--- config.mk ---
export PLATFORM = sky130hd
export DESIGN_NAME = tar_numeric_field_encoder
export DESIGN_NICKNAME = d
export VERILOG_FILES = /design/src/hw/rtl/tnfe_pkg.sv /design/src/hw/rtl/tnfe_serializer.sv /design/src/hw/rtl/tar_numeric_field_encoder.sv
export SDC_FILE = /design/constraint.sdc
export NUM_CORES = 1
export LEC_CHECK = 0
export ABC_AREA = 0
export BUFFER_PORTS_ARGS = -buffer_cell sky130_fd_sc_hd__buf_2
export CORE_UTILIZATION = 50
export CTS_CLUSTER_SIZE = 20
export DETAILED_ROUTE_END_ITERATION = 16
export PLACE_DENSITY = 0.77
export SYNTH_ARGS = -nofsm -noshare
export SYNTH_HDL_FRONTEND = slang
export SYNTH_SLANG_ARGS = --single-unit
--- constraint.sdc ---
create_clock -name clk -period 4.6 [get_ports clk]
set_input_delay 0.92 -clock clk [delete_from_list [all_inputs] [get_ports clk]]
set_output_delay 0.92 -clock clk [all_outputs]
set_load 0.03 [all_outputs]
--- src/hw/rtl/tnfe_pkg.sv ---
// Package with the shared types and constants of the tar numeric field encoder.
package tnfe_pkg;

  localparam int unsigned IDX_W = 4;

  localparam logic [7:0] ASCII_ZERO = 8'h30;
  localparam logic [7:0] BIN_FLAG   = 8'h80;

  typedef struct packed {
    logic             valid;
    logic             bin;
    logic             err;
    logic [IDX_W-1:0] lidx;
  } field_ctl_t;

endpackage

--- src/hw/rtl/tnfe_serializer.sv ---
// Output stage that holds one formatted field and sends it out one byte per cycle.
module tnfe_serializer #(
  parameter int unsigned MAX_FIELD_BYTES = 12
) (
  input  logic                         clk,
  input  logic                         rst_n,
  input  tnfe_pkg::field_ctl_t         ld_ctl,
  input  logic [8*MAX_FIELD_BYTES-1:0] ld_word,
  output logic                         ld_free,
  output logic                         out_valid,
  output logic [7:0]                   out_byte,
  output logic [3:0]                   out_byte_index,
  output logic                         out_is_binary,
  output logic                         out_overflow,
  output logic                         out_last
);

  localparam int unsigned BW = 8 * MAX_FIELD_BYTES;

  tnfe_pkg::field_ctl_t                ctl_r, ctl_nxt;
  logic [tnfe_pkg::IDX_W-1:0]          idx_r, idx_nxt;
  logic [BW-1:0]                       word_r, word_nxt;
  logic                                at_last;

  assign at_last = ctl_r.err || (idx_r == ctl_r.lidx);
  assign ld_free = !ctl_r.valid || at_last;

  always_comb begin
    ctl_nxt  = ctl_r;
    idx_nxt  = idx_r;
    word_nxt = word_r;
    if (ld_free) begin
      ctl_nxt  = ld_ctl;
      idx_nxt  = '0;
      word_nxt = ld_word;
    end else begin
      idx_nxt  = idx_r + 1'b1;
      word_nxt = {word_r[BW-9:0], 8'h00};
    end
  end

  always_ff @(posedge clk) begin
    if (!rst_n) begin
      ctl_r.valid <= 1'b0;
    end else begin
      ctl_r.valid <= ctl_nxt.valid;
    end
    ctl_r.bin  <= ctl_nxt.bin;
    ctl_r.err  <= ctl_nxt.err;
    ctl_r.lidx <= ctl_nxt.lidx;
    idx_r      <= idx_nxt;
    word_r     <= word_nxt;
  end

  assign out_valid      = ctl_r.valid;
  assign out_byte       = (ctl_r.err || (!ctl_r.bin && at_last)) ? 8'h00 : word_r[BW-1 -: 8];
  assign out_byte_index = ctl_r.err ? 4'd0 : idx_r;
  assign out_is_binary  = ctl_r.bin && !ctl_r.err;
  assign out_overflow   = ctl_r.err;
  assign out_last       = at_last;

endmodule

--- src/hw/rtl/tar_numeric_field_encoder.sv ---
// Top level of the tar numeric field encoder: input stages, format choice and field build.
//
//   channel | ports                              | handshake
//   --------+------------------------------------+-------------------------------------
//   input   | in_value, in_field_length          | taken when start is high, busy low
//   result  | out_byte, out_byte_index,          | out_valid strobe, high for each byte
//           | out_is_binary, out_overflow, out_last |
//
// An item passes two register stages (range checks, then alignment) before the output stage.
// Each item sends L bytes, one per cycle, or a single error byte; the output stage sets the rate.
// A new item enters while the previous one is still being sent, so fields follow without gaps.
// Reset clears the valid bits of all stages; busy rises only when every stage is full.
// The receiver cannot stall, so results leave at the output stage's own pace.
module tar_numeric_field_encoder #(
  parameter int unsigned MAX_FIELD_BYTES = 12
) (
  input  logic        clk,
  input  logic        rst_n,
  input  logic        start,
  output logic        busy,
  input  logic [63:0] in_value,
  input  logic [3:0]  in_field_length,
  output logic        out_valid,
  output logic [7:0]  out_byte,
  output logic [3:0]  out_byte_index,
  output logic        out_is_binary,
  output logic        out_overflow,
  output logic        out_last
);

  localparam int unsigned MAXD = MAX_FIELD_BYTES - 1;
  localparam int unsigned OW   = 3 * MAXD;
  localparam int unsigned BW   = 8 * MAX_FIELD_BYTES;
  localparam logic [4:0]  MAXL = 5'(MAX_FIELD_BYTES);

  logic        s1_valid_r, s1_valid_nxt;
  logic [63:0] s1_value_r;
  logic [3:0]  s1_lidx_r;
  logic        s2_valid_r, s2_valid_nxt;
  logic [63:0] s2_value_r;
  logic [3:0]  s2_lidx_r;
  logic        s2_oct_r;
  logic        s2_bok_r;

  logic        accept, s1_free, s2_free, em_free;
  logic [4:0]  len_c;
  logic [3:0]  lidx_c;
  logic [5:0]  oct_sh, bin_sh, oct_al_sh;
  logic [6:0]  bin_al_sh;
  logic        oct_fit, bin_ok;
  logic [OW-1:0]    oct_al;
  logic [BW+63:0]   bin_wide;
  logic [BW-1:0]    bin_al, oct_word, ld_word;
  tnfe_pkg::field_ctl_t ld_ctl;

  assign s2_free = !s2_valid_r || em_free;
  assign s1_free = !s1_valid_r || s2_free;
  assign busy    = !s1_free;
  assign accept  = start && !busy;

  always_comb begin
    len_c = {1'b0, in_field_length};
    if (len_c < 5'd2) begin
      len_c = 5'd2;
    end
    if (len_c > MAXL) begin
      len_c = MAXL;
    end
    lidx_c = 4'(len_c - 5'd1);
  end

  assign s1_valid_nxt = s1_free ? accept : s1_valid_r;
  assign s2_valid_nxt = s2_free ? s1_valid_r : s2_valid_r;

  assign oct_sh  = 6'(s1_lidx_r) * 6'd3;
  assign bin_sh  = 6'({s1_lidx_r, 3'b111});
  assign oct_fit = (s1_value_r & ({64{1'b1}} << oct_sh)) == 64'd0;
  assign bin_ok  = (5'(s1_lidx_r) >= 5'd8) ||
                   ((s1_value_r & ({64{1'b1}} << bin_sh)) == 64'd0);

  always_ff @(posedge clk) begin
    if (!rst_n) begin
      s1_valid_r <= 1'b0;
      s2_valid_r <= 1'b0;
    end else begin
      s1_valid_r <= s1_valid_nxt;
      s2_valid_r <= s2_valid_nxt;
    end
    if (s1_free) begin
      s1_value_r <= in_value;
      s1_lidx_r  <= lidx_c;
    end
    if (s2_free) begin
      s2_value_r <= s1_value_r;
      s2_lidx_r  <= s1_lidx_r;
      s2_oct_r   <= oct_fit;
      s2_bok_r   <= bin_ok;
    end
  end

  assign oct_al_sh = 6'(OW) - 6'(s2_lidx_r) * 6'd3;
  assign oct_al    = s2_value_r[OW-1:0] << oct_al_sh;
  assign bin_al_sh = 7'(MAXD) - 7'(s2_lidx_r);
  assign bin_wide  = {{BW{1'b0}}, s2_value_r} << {bin_al_sh, 3'b000};
  assign bin_al    = bin_wide[BW-1:0] | {tnfe_pkg::BIN_FLAG, {(BW-8){1'b0}}};

  always_comb begin
    oct_word = '0;
    for (int i = 0; i < MAXD; i++) begin
      oct_word[BW-1-8*i -: 8] = tnfe_pkg::ASCII_ZERO | {5'b00000, oct_al[OW-1-3*i -: 3]};
    end
  end

  always_comb begin
    ld_ctl.valid = s2_valid_r;
    ld_ctl.bin   = !s2_oct_r && s2_bok_r;
    ld_ctl.err   = !s2_oct_r && !s2_bok_r;
    ld_ctl.lidx  = s2_lidx_r;
    ld_word      = s2_oct_r ? oct_word : bin_al;
  end

  tnfe_serializer #(
    .MAX_FIELD_BYTES(MAX_FIELD_BYTES)
  ) u_ser (
    .clk            (clk),
    .rst_n          (rst_n),
    .ld_ctl         (ld_ctl),
    .ld_word        (ld_word),
    .ld_free        (em_free),
    .out_valid      (out_valid),
    .out_byte       (out_byte),
    .out_byte_index (out_byte_index),
    .out_is_binary  (out_is_binary),
    .out_overflow   (out_overflow),
    .out_last       (out_last)
  );

endmodule
# Yosys cells after proc, flatten, opt, wreduce, memory -nomap -nowiden
# Index checks and enable logic that the tools add are counted.
dict set report classes {
  n_mux 6
  n_reduce_logical 22
  addsub 4
  bitwise_logic 3
  shifts 4
  mul 2
  order_cmp 3
  n_eq_ne 1
}
# cell count
set ops {}
lappend ops {{$mux 96} 2}
lappend ops {{$and 64x64->64} 2}
lappend ops {{$logic_not 64->1} 2}
lappend ops {{$shl 64x6->64 const A} 2}
lappend ops {{$shl 64x10->95} 1}
lappend ops {{$shl 33x6->33} 1}
lappend ops {{$mul 4x2->6 const B} 2}
lappend ops {{$mux 4} 3}
lappend ops {{$logic_not 1->1} 8}
lappend ops {{$mux 8} 1}
lappend ops {{$logic_or 1x1->1} 6}
lappend ops {{$sub 6x6->6 const A} 1}
lappend ops {{$logic_and 1x1->1} 5}
lappend ops {{$sub 4x4->5 const A} 1}
lappend ops {{$add 4x1->4 const B} 1}
lappend ops {{$eq 4x4->1} 1}
lappend ops {{$ge 4x4->1 const B} 1}
lappend ops {{$gt 4x4->1 const B} 1}
lappend ops {{$lt 4x2->1 const B} 1}
lappend ops {{$sub 4x1->4 const B} 1}
lappend ops {{$reduce_or 2->1} 1}
lappend ops {{$not 1->1} 1}
dict set report word_totals {
  output_inout_bits 17
  ff_bits 247
  word_cells 60
  input_bits 71
}

# Depth between registers and ports, before layout
# Gate-level depths: netlist of the first run.
dict set report depth {
  word_depth 6
  depth_mapped 15
  ltp_nobuf 11
}

# Hierarchy
# From an unflattened synthesis of the first run, not the netlist that was laid out.
dict set report hier_totals {
  hier_cells 1312
  area_unflattened_um2 14320.0
}
# mod area_per_inst_um2 cells_each seq_area_each_um2 instances
set by_module_without_submodules {}
lappend by_module_without_submodules {tar_numeric_field_encoder 10293.6 1057 4184.0 1}
lappend by_module_without_submodules {tnfe_serializer 4026.4 255 2202.1 1}

# Worst setup path before layout of the first run
# No wires, ideal clock.
dict set report synth_path {
  path_kind {flip-flop to output port}
  startpoint {reg u_ser.ctl_r (netlist bit u_ser.out_overflow)}
  endpoint {out busy}
  arrival_ps 4035
  t_required_ps 3680
  stages_incl_launch_ff 7
  slack_ps -355
  path_cell_list {edfxtp_1 a41oi_1 and2_1 clkbuf_1 clkbuf_1 nand3_1 inv_1}
}
dict set report synth_via {
  elab_chain_len 5
}
# item line_no
set synth_rtl {}
lappend synth_rtl {{from (decl)} tnfe_serializer.sv:20} ;# tnfe_pkg::field_ctl_t ctl_r, ctl_nxt;
lappend synth_rtl {{$logic_or 1x1->1} tnfe_serializer.sv:25} ;# assign at_last = ctl_r.err || (idx_r == ctl_r.lidx);
lappend synth_rtl {{$logic_or 1x1->1} tnfe_serializer.sv:26} ;# assign ld_free = !ctl_r.valid || at_last;
lappend synth_rtl {{$logic_or 1x1->1} tar_numeric_field_encoder.sv:56} ;# assign s2_free = !s2_valid_r || em_free;
lappend synth_rtl {{$logic_or 1x1->1} tar_numeric_field_encoder.sv:57} ;# assign s1_free = !s1_valid_r || s2_free;
lappend synth_rtl {{$logic_not 1->1} tar_numeric_field_encoder.sv:58} ;# assign busy = !s1_free;
lappend synth_rtl {{to (decl)} tar_numeric_field_encoder.sv:20} ;# output logic busy,
# Every way passes these cells.

# Final worst setup path of the first run
dict set report layout_path {
  startpoint {reg s1_lidx_r[2]}
  endpoint {reg s2_oct_r (data pin)}
}
dict set report layout_via {
  elab_chain_len 4
}
# item line_no
set layout_rtl {}
lappend layout_rtl {{from (decl)} tar_numeric_field_encoder.sv:38} ;# logic [3:0] s1_lidx_r;
lappend layout_rtl {{from (signal assigned)} tar_numeric_field_encoder.sv:91} ;# s1_lidx_r <= lidx_c;
lappend layout_rtl {{$mul 4x2->6} tar_numeric_field_encoder.sv:75} ;# assign oct_sh = 6'(s1_lidx_r) * 6'd3;
lappend layout_rtl {{$shl 64x6->64} tar_numeric_field_encoder.sv:77} ;# assign oct_fit = (s1_value_r & ({64{1'b1}} << oct_sh)) == 64'd0;
lappend layout_rtl {{$and 64x64->64} tar_numeric_field_encoder.sv:77}
lappend layout_rtl {{$logic_not 64->1} tar_numeric_field_encoder.sv:77}
lappend layout_rtl {{named net oct_fit} tar_numeric_field_encoder.sv:50} ;# logic oct_fit, bin_ok;
lappend layout_rtl {{to (signal assigned)} tar_numeric_field_encoder.sv:96} ;# s2_oct_r <= oct_fit;
lappend layout_rtl {{to (decl)} tar_numeric_field_encoder.sv:42} ;# logic s2_oct_r;
# The timed path passes the listed nets, and every way through them passes these cells.
# A chain may end at the register's enable or synchronous reset.

==> key figures, run 1 <==
Clock tree
  – Number of setup buffers added after CTS: 0
  – # H-tree levels: 1
  – CTS sink count: 247
  – CTS buffer count: 26
  – Clock-pin slew on the worst setup and hold paths: 0.06 ns
  – Post-cts resize count: 0
  – CTS tree: yes
  – Root buffer cell: clkbuf_16
  – Cts-stage hold buffer count: 0
  – Skew-Pair Late Insertion Delay: 0.54 ns
  – Clock Path Buffers: 3

Worst setup path
  – Most frequent CP cell: a2111oi_2
  – Reg-to-reg slack, setup: 1.04 ns
  – Crit end category: register
  – Worst-path maximum fanout: 16
  – Crit path from: s1_lidx_r[2]
  – Slowest Stage Delay on Critical Path: 0.59 ns
  – Worst-path cell chain: inv_1 > fa_1 > xnor2_1 > buf_4 > a31oi_2 > a31oi_1 > o31a_1 > a2111oi_2 > nand4_1 > a2111oi_2
  – Slowest cell on crit path: edfxtp_1
  – Reg2Reg Depth: 10
  – Critical path arrival: 3.90 ns
  – Startpoint of the worst register-to-register path: s1_lidx_r[2]
  – Setup crit start kind: register
  – WS Path Type: reg2reg
  – Required @ worst endpoint: 4.94 ns

Logic synthesis
  – Synth Register Bits: 247
  – Largest family of logic cells by synthesized area: compound AO/OA/AOI/OAI gates
  – Post-synth EDFFs: 144
  – Mapped Avg Cell Area: 10.06 µm²
  – Compound-Gate Fraction of Synth Area: 0.1960
  – Post-synthesis mux area share: 0.1309
  – Yosys cell types: 72
  – Synth warn: 0
  – Post-Synth Adder-Cell Area: 0.02290
  – Register area share after synthesis: 0.4714
  – Top_reg_cell synth: edfxtp_1
  – Simple-gate share of the synthesized area: 0.1361
  – Synth Area in XOR/XNOR: 0.007111
  – Gate Count Post-Synth: 1347
  – Asr flop ratio synth: 0
  – Synth Net Count: 1440
  – Syn Std Cell Area: 13550 µm²

Worst hold path
  – Hold path cells: 2
  – Hold Startpoint: u_ser.word_r[14]
  – Hold Crit Class: reg2reg

Timing
  – Setup-failing EPs final: 0
  – Rel. slew slack: 0.2584
  – Sum of negative setup slack: 0 ns
  – WHS: 0.4185 ns
  – Least-Margin Pin Slew: 1.112 ns
  – Layout Skew: 0.02039 ns
  – Fin. max-slew vios: 0
  – RSZ-0062 raised after global routing: no
  – Fin crit share: 0.7733
  – Fin. Hold Viols: 0
  – Max Clock Freq: 281.1 MHz
  – Min Tclk post-route: 3.557 ns

Pwr
  – Clock power share: 0.279
  – Pwr Density: 464.0 nW/µm²
  – Flop pwr share: 0.389
  – Switching Share: 0.3624
  – Sw Pwr: 2528 µW
  – Leakage power: 0.005921 µW
  – Gate power share: 0.332
  – VDD IR max: 318.0 µV
  – Internal: 4448 µW

Placed design
  – Port Buffers: 87
  – DP HPWL: 30580 µm
  – Placer Congestion: 1.052

Routing
  – DR DRC count: 2
  – DRT Pass-1 Iters: 14
  – Initial drt markers: 1576
  – Antenna viol nets, final: 0
  – Vias: 11532
  – WL per Instance: 23.87 µm
  – Vias/cell: 6.597
  – Total Wirelength: 41720 µm

GRT
  – Initial antenna violation count: 0
  – Largest net degree at the start of global routing: 87
  – First-pass GRT wire length: 63910 µm
  – Total Routing Usage GR: 0.2990
  – Vias in the first global route: 10737
  – GRT overflow: 0

Layout
  – Commonest cells after routing, fill and taps aside: 144 x edfxtp_1, 142 x nor2_1, 112 x a21oi_1, 108 x nand2_1, 103 x dfxtp_1
  – ANT cells: 0
  – Final core occ: 0.5705
  – Layout cells sized above 1: 0.1656
  – Layout area overhead: 10.97%
  – Most common cell after layout, fill and taps aside: edfxtp_1
  – Layout Nets: 1487

Floorplanning
  – Vert. Die Dim: 166.6 µm
  – Starting density of the core: 0.5141
  – Core ar.: 26350 µm²
  – Area of the die: 27760 µm²
  – Die W: 166.6 µm
  – Top Ports: 88
  – Row Count: 59

Status
  – Result of the run: complete, but fails checks
  – Failing checks: design-rule violations

Flow run
  – Max Cap Violations: 0
metal layers:
layer | vias up | GRT usage | routed length [µm]
met4 | 0 | 0.1357 | 2141
met1 | 5423 | 0.4150 | 17130
met2 | 792 | 0.4578 | 18190
met5 | - | 0 | 0
met3 | 130 | 0.05252 | 4256
li1 | 5187 | - | -
flip-flops by register name, summed over array words and instances, names as in the netlist:
name                cells
s1_value_r             64
u_ser.ctl_r             5
u_ser.idx_r             4
s1_valid_r              1
s2_oct_r                1
u_ser.word_r           96
s1_lidx_r               4
s2_bok_r                1
u_ser.out_overflow      1
u_ser.out_valid         1
s2_lidx_r               4
s2_valid_r              1
s2_value_r             64
final cells by class:
class | count | area, µm²
timing repair buffer | 114 | 638.1
inverter | 25 | 93.84
clock buffer | 29 | 671.9
sequential | 247 | 6386
fill | 2310 | 11320
clock inverter | 18 | 120.1
tap | 335 | 419.2
multi-input combinational | 980 | 6705
worst max-delay path: cells and delay by family, from the launching register on:
kind / cells / cell delay (ns)
AO/OA/AOI/OAI: 5 / 1.46
flip-flops: 1 / 0.59
adder cells (fa/ha/maj): 1 / 0.54
buffers and inverters: 2 / 0.40
AND/OR/NAND/NOR: 1 / 0.20
XOR/XNOR: 1 / 0.17
worst paths after layout:
path                                          to
worst min register to register  u_ser.word_r[22]
worst min-delay path            u_ser.word_r[22]
worst max register to register          s2_oct_r
worst max-delay path                    s2_oct_r
cell usage after synthesis (12+ instances only):
| master | n | area [µm²] |
|---|---|---|
| mux2_2 | 21 | 236.5 |
| o22ai_1 | 28 | 175.2 |
| nor2_1 | 142 | 533.0 |
| ha_1 | 20 | 250.2 |
| a211oi_1 | 24 | 180.2 |
| a22o_1 | 13 | 113.9 |
| a221oi_1 | 15 | 131.4 |
| nor2b_1 | 32 | 200.2 |
| nand3_1 | 14 | 70.07 |
| edfxtp_1 | 144 | 4324 |
| inv_1 | 20 | 75.07 |
| o21ai_0 | 81 | 405.4 |
| mux2i_1 | 86 | 860.8 |
| a21oi_1 | 112 | 560.5 |
| a31oi_1 | 22 | 137.6 |
| mux4_2 | 30 | 675.7 |
| clkbuf_1 | 67 | 251.5 |
| nand2b_1 | 12 | 75.07 |
| or2_2 | 13 | 81.33 |
| buf_2 | 20 | 100.1 |
| nand2_1 | 109 | 409.1 |
| dfxtp_1 | 103 | 2062 |
| nor3_1 | 36 | 180.2 |
kinds of logic after synthesis:
group                    Yosys count
adder cells (fa/ha/maj)           24
multiplexers                     137
buffers and inverters            120
AO/OA/AOI/OAI                    406
XOR/XNOR                          11
flip-flops                       247
AND/OR/NAND/NOR                  402
metrics by stage:
| stage | setup slack, ns | std cells | instance area (µm²) | power (µW) |
|---|---|---|---|---|
| 6_report | 1.043 | 1748 | 15030 | 6976 |
| 5_1_grt | 0.7852 | 1748 | 15030 | 7227 |
| 4_1_cts | 1.079 | 1748 | 15030 | 6914 |
| 3_5_place_dp | 1.093 | 1701 | 14240 | 4975 |
| 3_3_place_gp | 1.115 | 1701 | 14240 | 5001 |
| 2_1_floorplan | 0.5091 | 1347 | 13550 | 4292 |
power groups by stage:
| stage | clock network, µW | logic (µW) | registers [µW] |
|---|---|---|---|
| after floorplan | 0 | 1620 | 2680 |
| after global placement | 0 | 2260 | 2740 |
| after detailed placement | 0 | 2220 | 2750 |
| after CTS | 1970 | 2240 | 2710 |
| after global routing | 2050 | 2450 | 2730 |
| final | 1950 | 2320 | 2710 |
Power figures use the tool's default switching activity.
==> run 2: changes to the inputs <==
==> constraint.sdc (replaced) <==
create_clock -name clk -period 3.58 [get_ports clk]
set_input_delay 0.716 -clock clk [delete_from_list [all_inputs] [get_ports clk]]
set_output_delay 0.716 -clock clk [all_outputs]
set_load 0.03 [all_outputs]
==> run 2 against run 1 <==
Against the previous run: the run still ends with design-rule violations left; register-to-register slack got worse by 0.73 ns; critical path depth unchanged; clock power increased by 49%; clock-buffer cell count increased by 2; flip-flop and latch count unchanged; first-iteration DRC count decreased by 16%; cell count increased by 1.3%.
==> key figures, run 2 (synthesis results as in run 1) <==
Worst setup path
  – Critical path arrival: 3.63 ns (was 3.90 ns)
  – Top delay family on crit path: compound AO/OA/AOI/OAI gates (unchanged)
  – Worst-path cell chain: ha_1 > inv_1 > fa_1 > xnor2_1 > a31oi_2 > a31oi_1 > o31a_1 > a2111oi_2 > nand4_1 > a2111oi_2 (was inv_1 > fa_1 > xnor2_1 > buf_4 > a31oi_2 > a31oi_1 > o31a_1 > a2111oi_2 > nand4_1 > a2111oi_2)
  – Startpoint of the worst register-to-register path: s1_lidx_r[1] (was s1_lidx_r[2])
  – Slowest cell on crit path: edfxtp_1 (unchanged)
  – RR Endpoint: s2_oct_r (unchanged)
  – WS Path Type: reg2reg (unchanged)
  – Reg-to-reg slack, setup: 0.31 ns (was 1.04 ns)
  – Required @ worst endpoint: 3.94 ns (was 4.94 ns)
  – Setup crit start kind: register (unchanged)
  – Worst-path maximum fanout: 6 (was 16)
  – Slowest Stage Delay on Critical Path: 0.46 ns (was 0.59 ns)
  – Buffers & Inverters on Critical Path: 1 (was 2)
  – Most frequent CP cell: a2111oi_2 (unchanged)
  – Crit end category: register (unchanged)
  – Reg2Reg Depth: 10 (unchanged)

Pwr
  – Leakage power: 0.006100 µW (was 0.005921 µW)
  – Power, Total: 9373 µW (was 6976 µW)
  – Pwr Density: 609.8 nW/µm² (was 464.0 nW/µm²)
  – Sw Pwr: 3229 µW (was 2528 µW)
  – Flop pwr share: 0.371 (was 0.389)
  – Internal: 6144 µW (was 4448 µW)
  – VDD IR max: 444.2 µV (was 318.0 µV)
  – Switching Share: 0.3445 (was 0.3624)
  – Gate power share: 0.319 (was 0.332)
  – Clock power share: 0.310 (was 0.279)

Layout
  – Top flop regs: u_ser.word_r: 96 flops, s1_value_r: 64 flops, s2_value_r: 64 flops (unchanged)
  – Layout Cells excl Fill: 1770 (was 1748)
  – Layout cells sized above 1: 0.1798 (was 0.1656)
  – Fillers: 2233 (was 2310)
  – Layout area overhead: 13.45% (was 10.97%)
  – Top reg by flops: u_ser.word_r (unchanged)
  – Max reg flops: 96 (unchanged)
  – Commonest cells after routing, fill and taps aside: 144 x edfxtp_1, 142 x nor2_1, 112 x a21oi_1, 108 x nand2_1, 103 x dfxtp_1 (unchanged)
  – Layout Nets: 1507 (was 1487)
  – Final core occ: 0.5832 (was 0.5705)
  – Most common cell after layout, fill and taps aside: edfxtp_1 (unchanged)
  – ANT cells: 0 (unchanged)

Placed design
  – DP Worst Slack: 0.3389 ns (was 1.093 ns)
  – Placer Congestion: 0.9832 (was 1.052)
  – Placed cells: 1720 (was 1701)
  – Port Buffers: 87 (unchanged)
  – DP HPWL: 31190 µm (was 30580 µm)

Clock tree
  – # H-tree levels: 1 (unchanged)
  – Root buffer cell: clkbuf_16 (unchanged)
  – Skew-Pair Late Insertion Delay: 0.56 ns (was 0.54 ns)
  – Clock-pin slew on the worst setup and hold paths: 0.07 ns (was 0.06 ns)
  – CTS buffer count: 27 (was 26)
  – CTS tree: yes (unchanged)
  – Number of setup buffers added after CTS: 0 (unchanged)
  – CTS sink count: 247 (unchanged)
  – Cts-stage hold buffer count: 0 (unchanged)
  – Post-cts resize count: 0 (unchanged)
  – Clock Path Buffers: 3 (unchanged)

Worst hold path
  – Hold path cells: 1 (was 2)
  – Hold Startpoint: in_value[32] (was u_ser.word_r[14])
  – Hold Crit Class: in2reg (was reg2reg)
  – Hold endpoint: s1_value_r[32] (was u_ser.word_r[22])

Routing
  – DRT Pass-1 Iters: 12 (was 14)
  – Initial drt markers: 1324 (was 1576)
  – Vias/cell: 6.396 (was 6.597)
  – Total Wirelength: 41510 µm (was 41720 µm)
  – Antenna viol nets, final: 0 (unchanged)
  – WL per Instance: 23.45 µm (was 23.87 µm)
  – Vias: 11321 (was 11532)
  – DR DRC count: 2 (unchanged)

Timing
  – Fin crit share: 0.9124 (was 0.7733)
  – RSZ-0062 raised after global routing: no (unchanged)
  – Rel. slew slack: 0.3942 (was 0.2584)
  – Layout Skew: 0.01436 ns (was 0.02039 ns)
  – Min Tclk post-route: 3.266 ns (was 3.557 ns)
  – Fin. Hold Viols: 0 (unchanged)
  – Setup-failing EPs final: 0 (unchanged)
  – Max Clock Freq: 306.2 MHz (was 281.1 MHz)
  – Sum of negative setup slack: 0 ns (unchanged)
  – Least-Margin Pin Slew: 0.9004 ns (was 1.112 ns)
  – Worst setup margin: 0.3137 ns (was 1.043 ns)
  – Fin. max-slew vios: 0 (unchanged)

Floorplanning
  – Row Count: 59 (unchanged)
  – Area of the die: 27760 µm² (unchanged)
  – Core ar.: 26350 µm² (unchanged)
  – Die W: 166.6 µm (unchanged)
  – Top Ports: 88 (unchanged)
  – Vert. Die Dim: 166.6 µm (unchanged)
  – Starting density of the core: 0.5141 (unchanged)

Status
  – Result of the run: complete, but fails checks (unchanged)
  – Failing checks: design-rule violations (unchanged)

GRT
  – Total Routing Usage GR: 0.2982 (was 0.2990)
  – First-pass GRT wire length: 63570 µm (was 63910 µm)
  – Initial antenna violation count: 0 (unchanged)
  – Largest net degree at the start of global routing: 124 (was 87)
  – Vias in the first global route: 10470 (was 10737)
  – GRT overflow: 0 (unchanged)

Flow run
  – Max Cap Violations: 0 (unchanged)
-- run 2: changes by cell type in the layout (fill, tap and decap cells not counted), sizes merged --
| cell | change |
|---|---|
| buf | +19 |
| bufinv | +4 |
| clkbuf | +2 |
| clkinv | -6 |
| clkinvlp | +1 |
| inv | +2 |
-- run 2: layout make-up --
| class | instances | area, µm² | share of cell area |
|---|---|---|---|
| multi-input cells | 980 | 6705 | 0.4363 |
| flip-flops and latches | 247 | 6386 | 0.4155 |
| repair buffers | 133 | 830.8 | 0.05405 |
| clock buffers | 31 | 700.7 | 0.04559 |
| well taps | 335 | 419.2 | 0.02727 |
| clock inverters | 19 | 234.0 | 0.01522 |
| inverters | 25 | 93.84 | 0.006106 |
-- run 2: worst reg2reg max path, delay by kind of cell, from the launching register on --
| family | cells | cell delay [ns] |
|---|---|---|
| flops | 1 | 0.46 |
| buf+inv | 1 | 0.06 |
| compound gates | 5 | 1.42 |
| fa+ha+maj | 2 | 0.68 |
| xor+xnor | 1 | 0.26 |
| simple gates | 1 | 0.19 |
-- run 2: layer usage --
layer,GRT usage,wire [µm]
met1,0.4192,18170
met2,0.4488,17800
met3,0.04396,3151
met4,0.1522,2381
met5,0,0
-- run 2: through the flow --
step | hold WS [ns] | instance area, µm²
2_1_floorplan | 0.3918 | 13570
3_3_place_gp | 0.3980 | 14440
3_5_place_dp | 0.3989 | 14440
4_1_cts | 0.3071 | 15370
5_1_grt | 0.3129 | 15370
6_report | 0.3253 | 15370
-- run 2: power groups by stage --
stage	combinational, µW	sequential [µW]	clock, µW
after floorplan	2080	3440	0
after global placement	2920	3520	0
after detailed placement	2910	3530	0
after CTS	2930	3470	2950
after global routing	3210	3500	3060
final	2990	3480	2900
-- run 2: how the worst max path moves through the flow --
stage	from	to	slack (ns)	cells past startpoint
2_1_floorplan	s2_lidx_r[1]	u_ser.word_r[73]	0.005	14
3_3_place_gp	s1_lidx_r[2]	s2_oct_r	0.36	9
3_5_place_dp	s1_lidx_r[1]	s2_oct_r	0.34	10
4_1_cts	s1_lidx_r[1]	s2_oct_r	0.30	10
5_1_grt	s1_lidx_r[1]	s2_oct_r	0.07	11
6_report	s1_lidx_r[1]	s2_oct_r	0.31	10
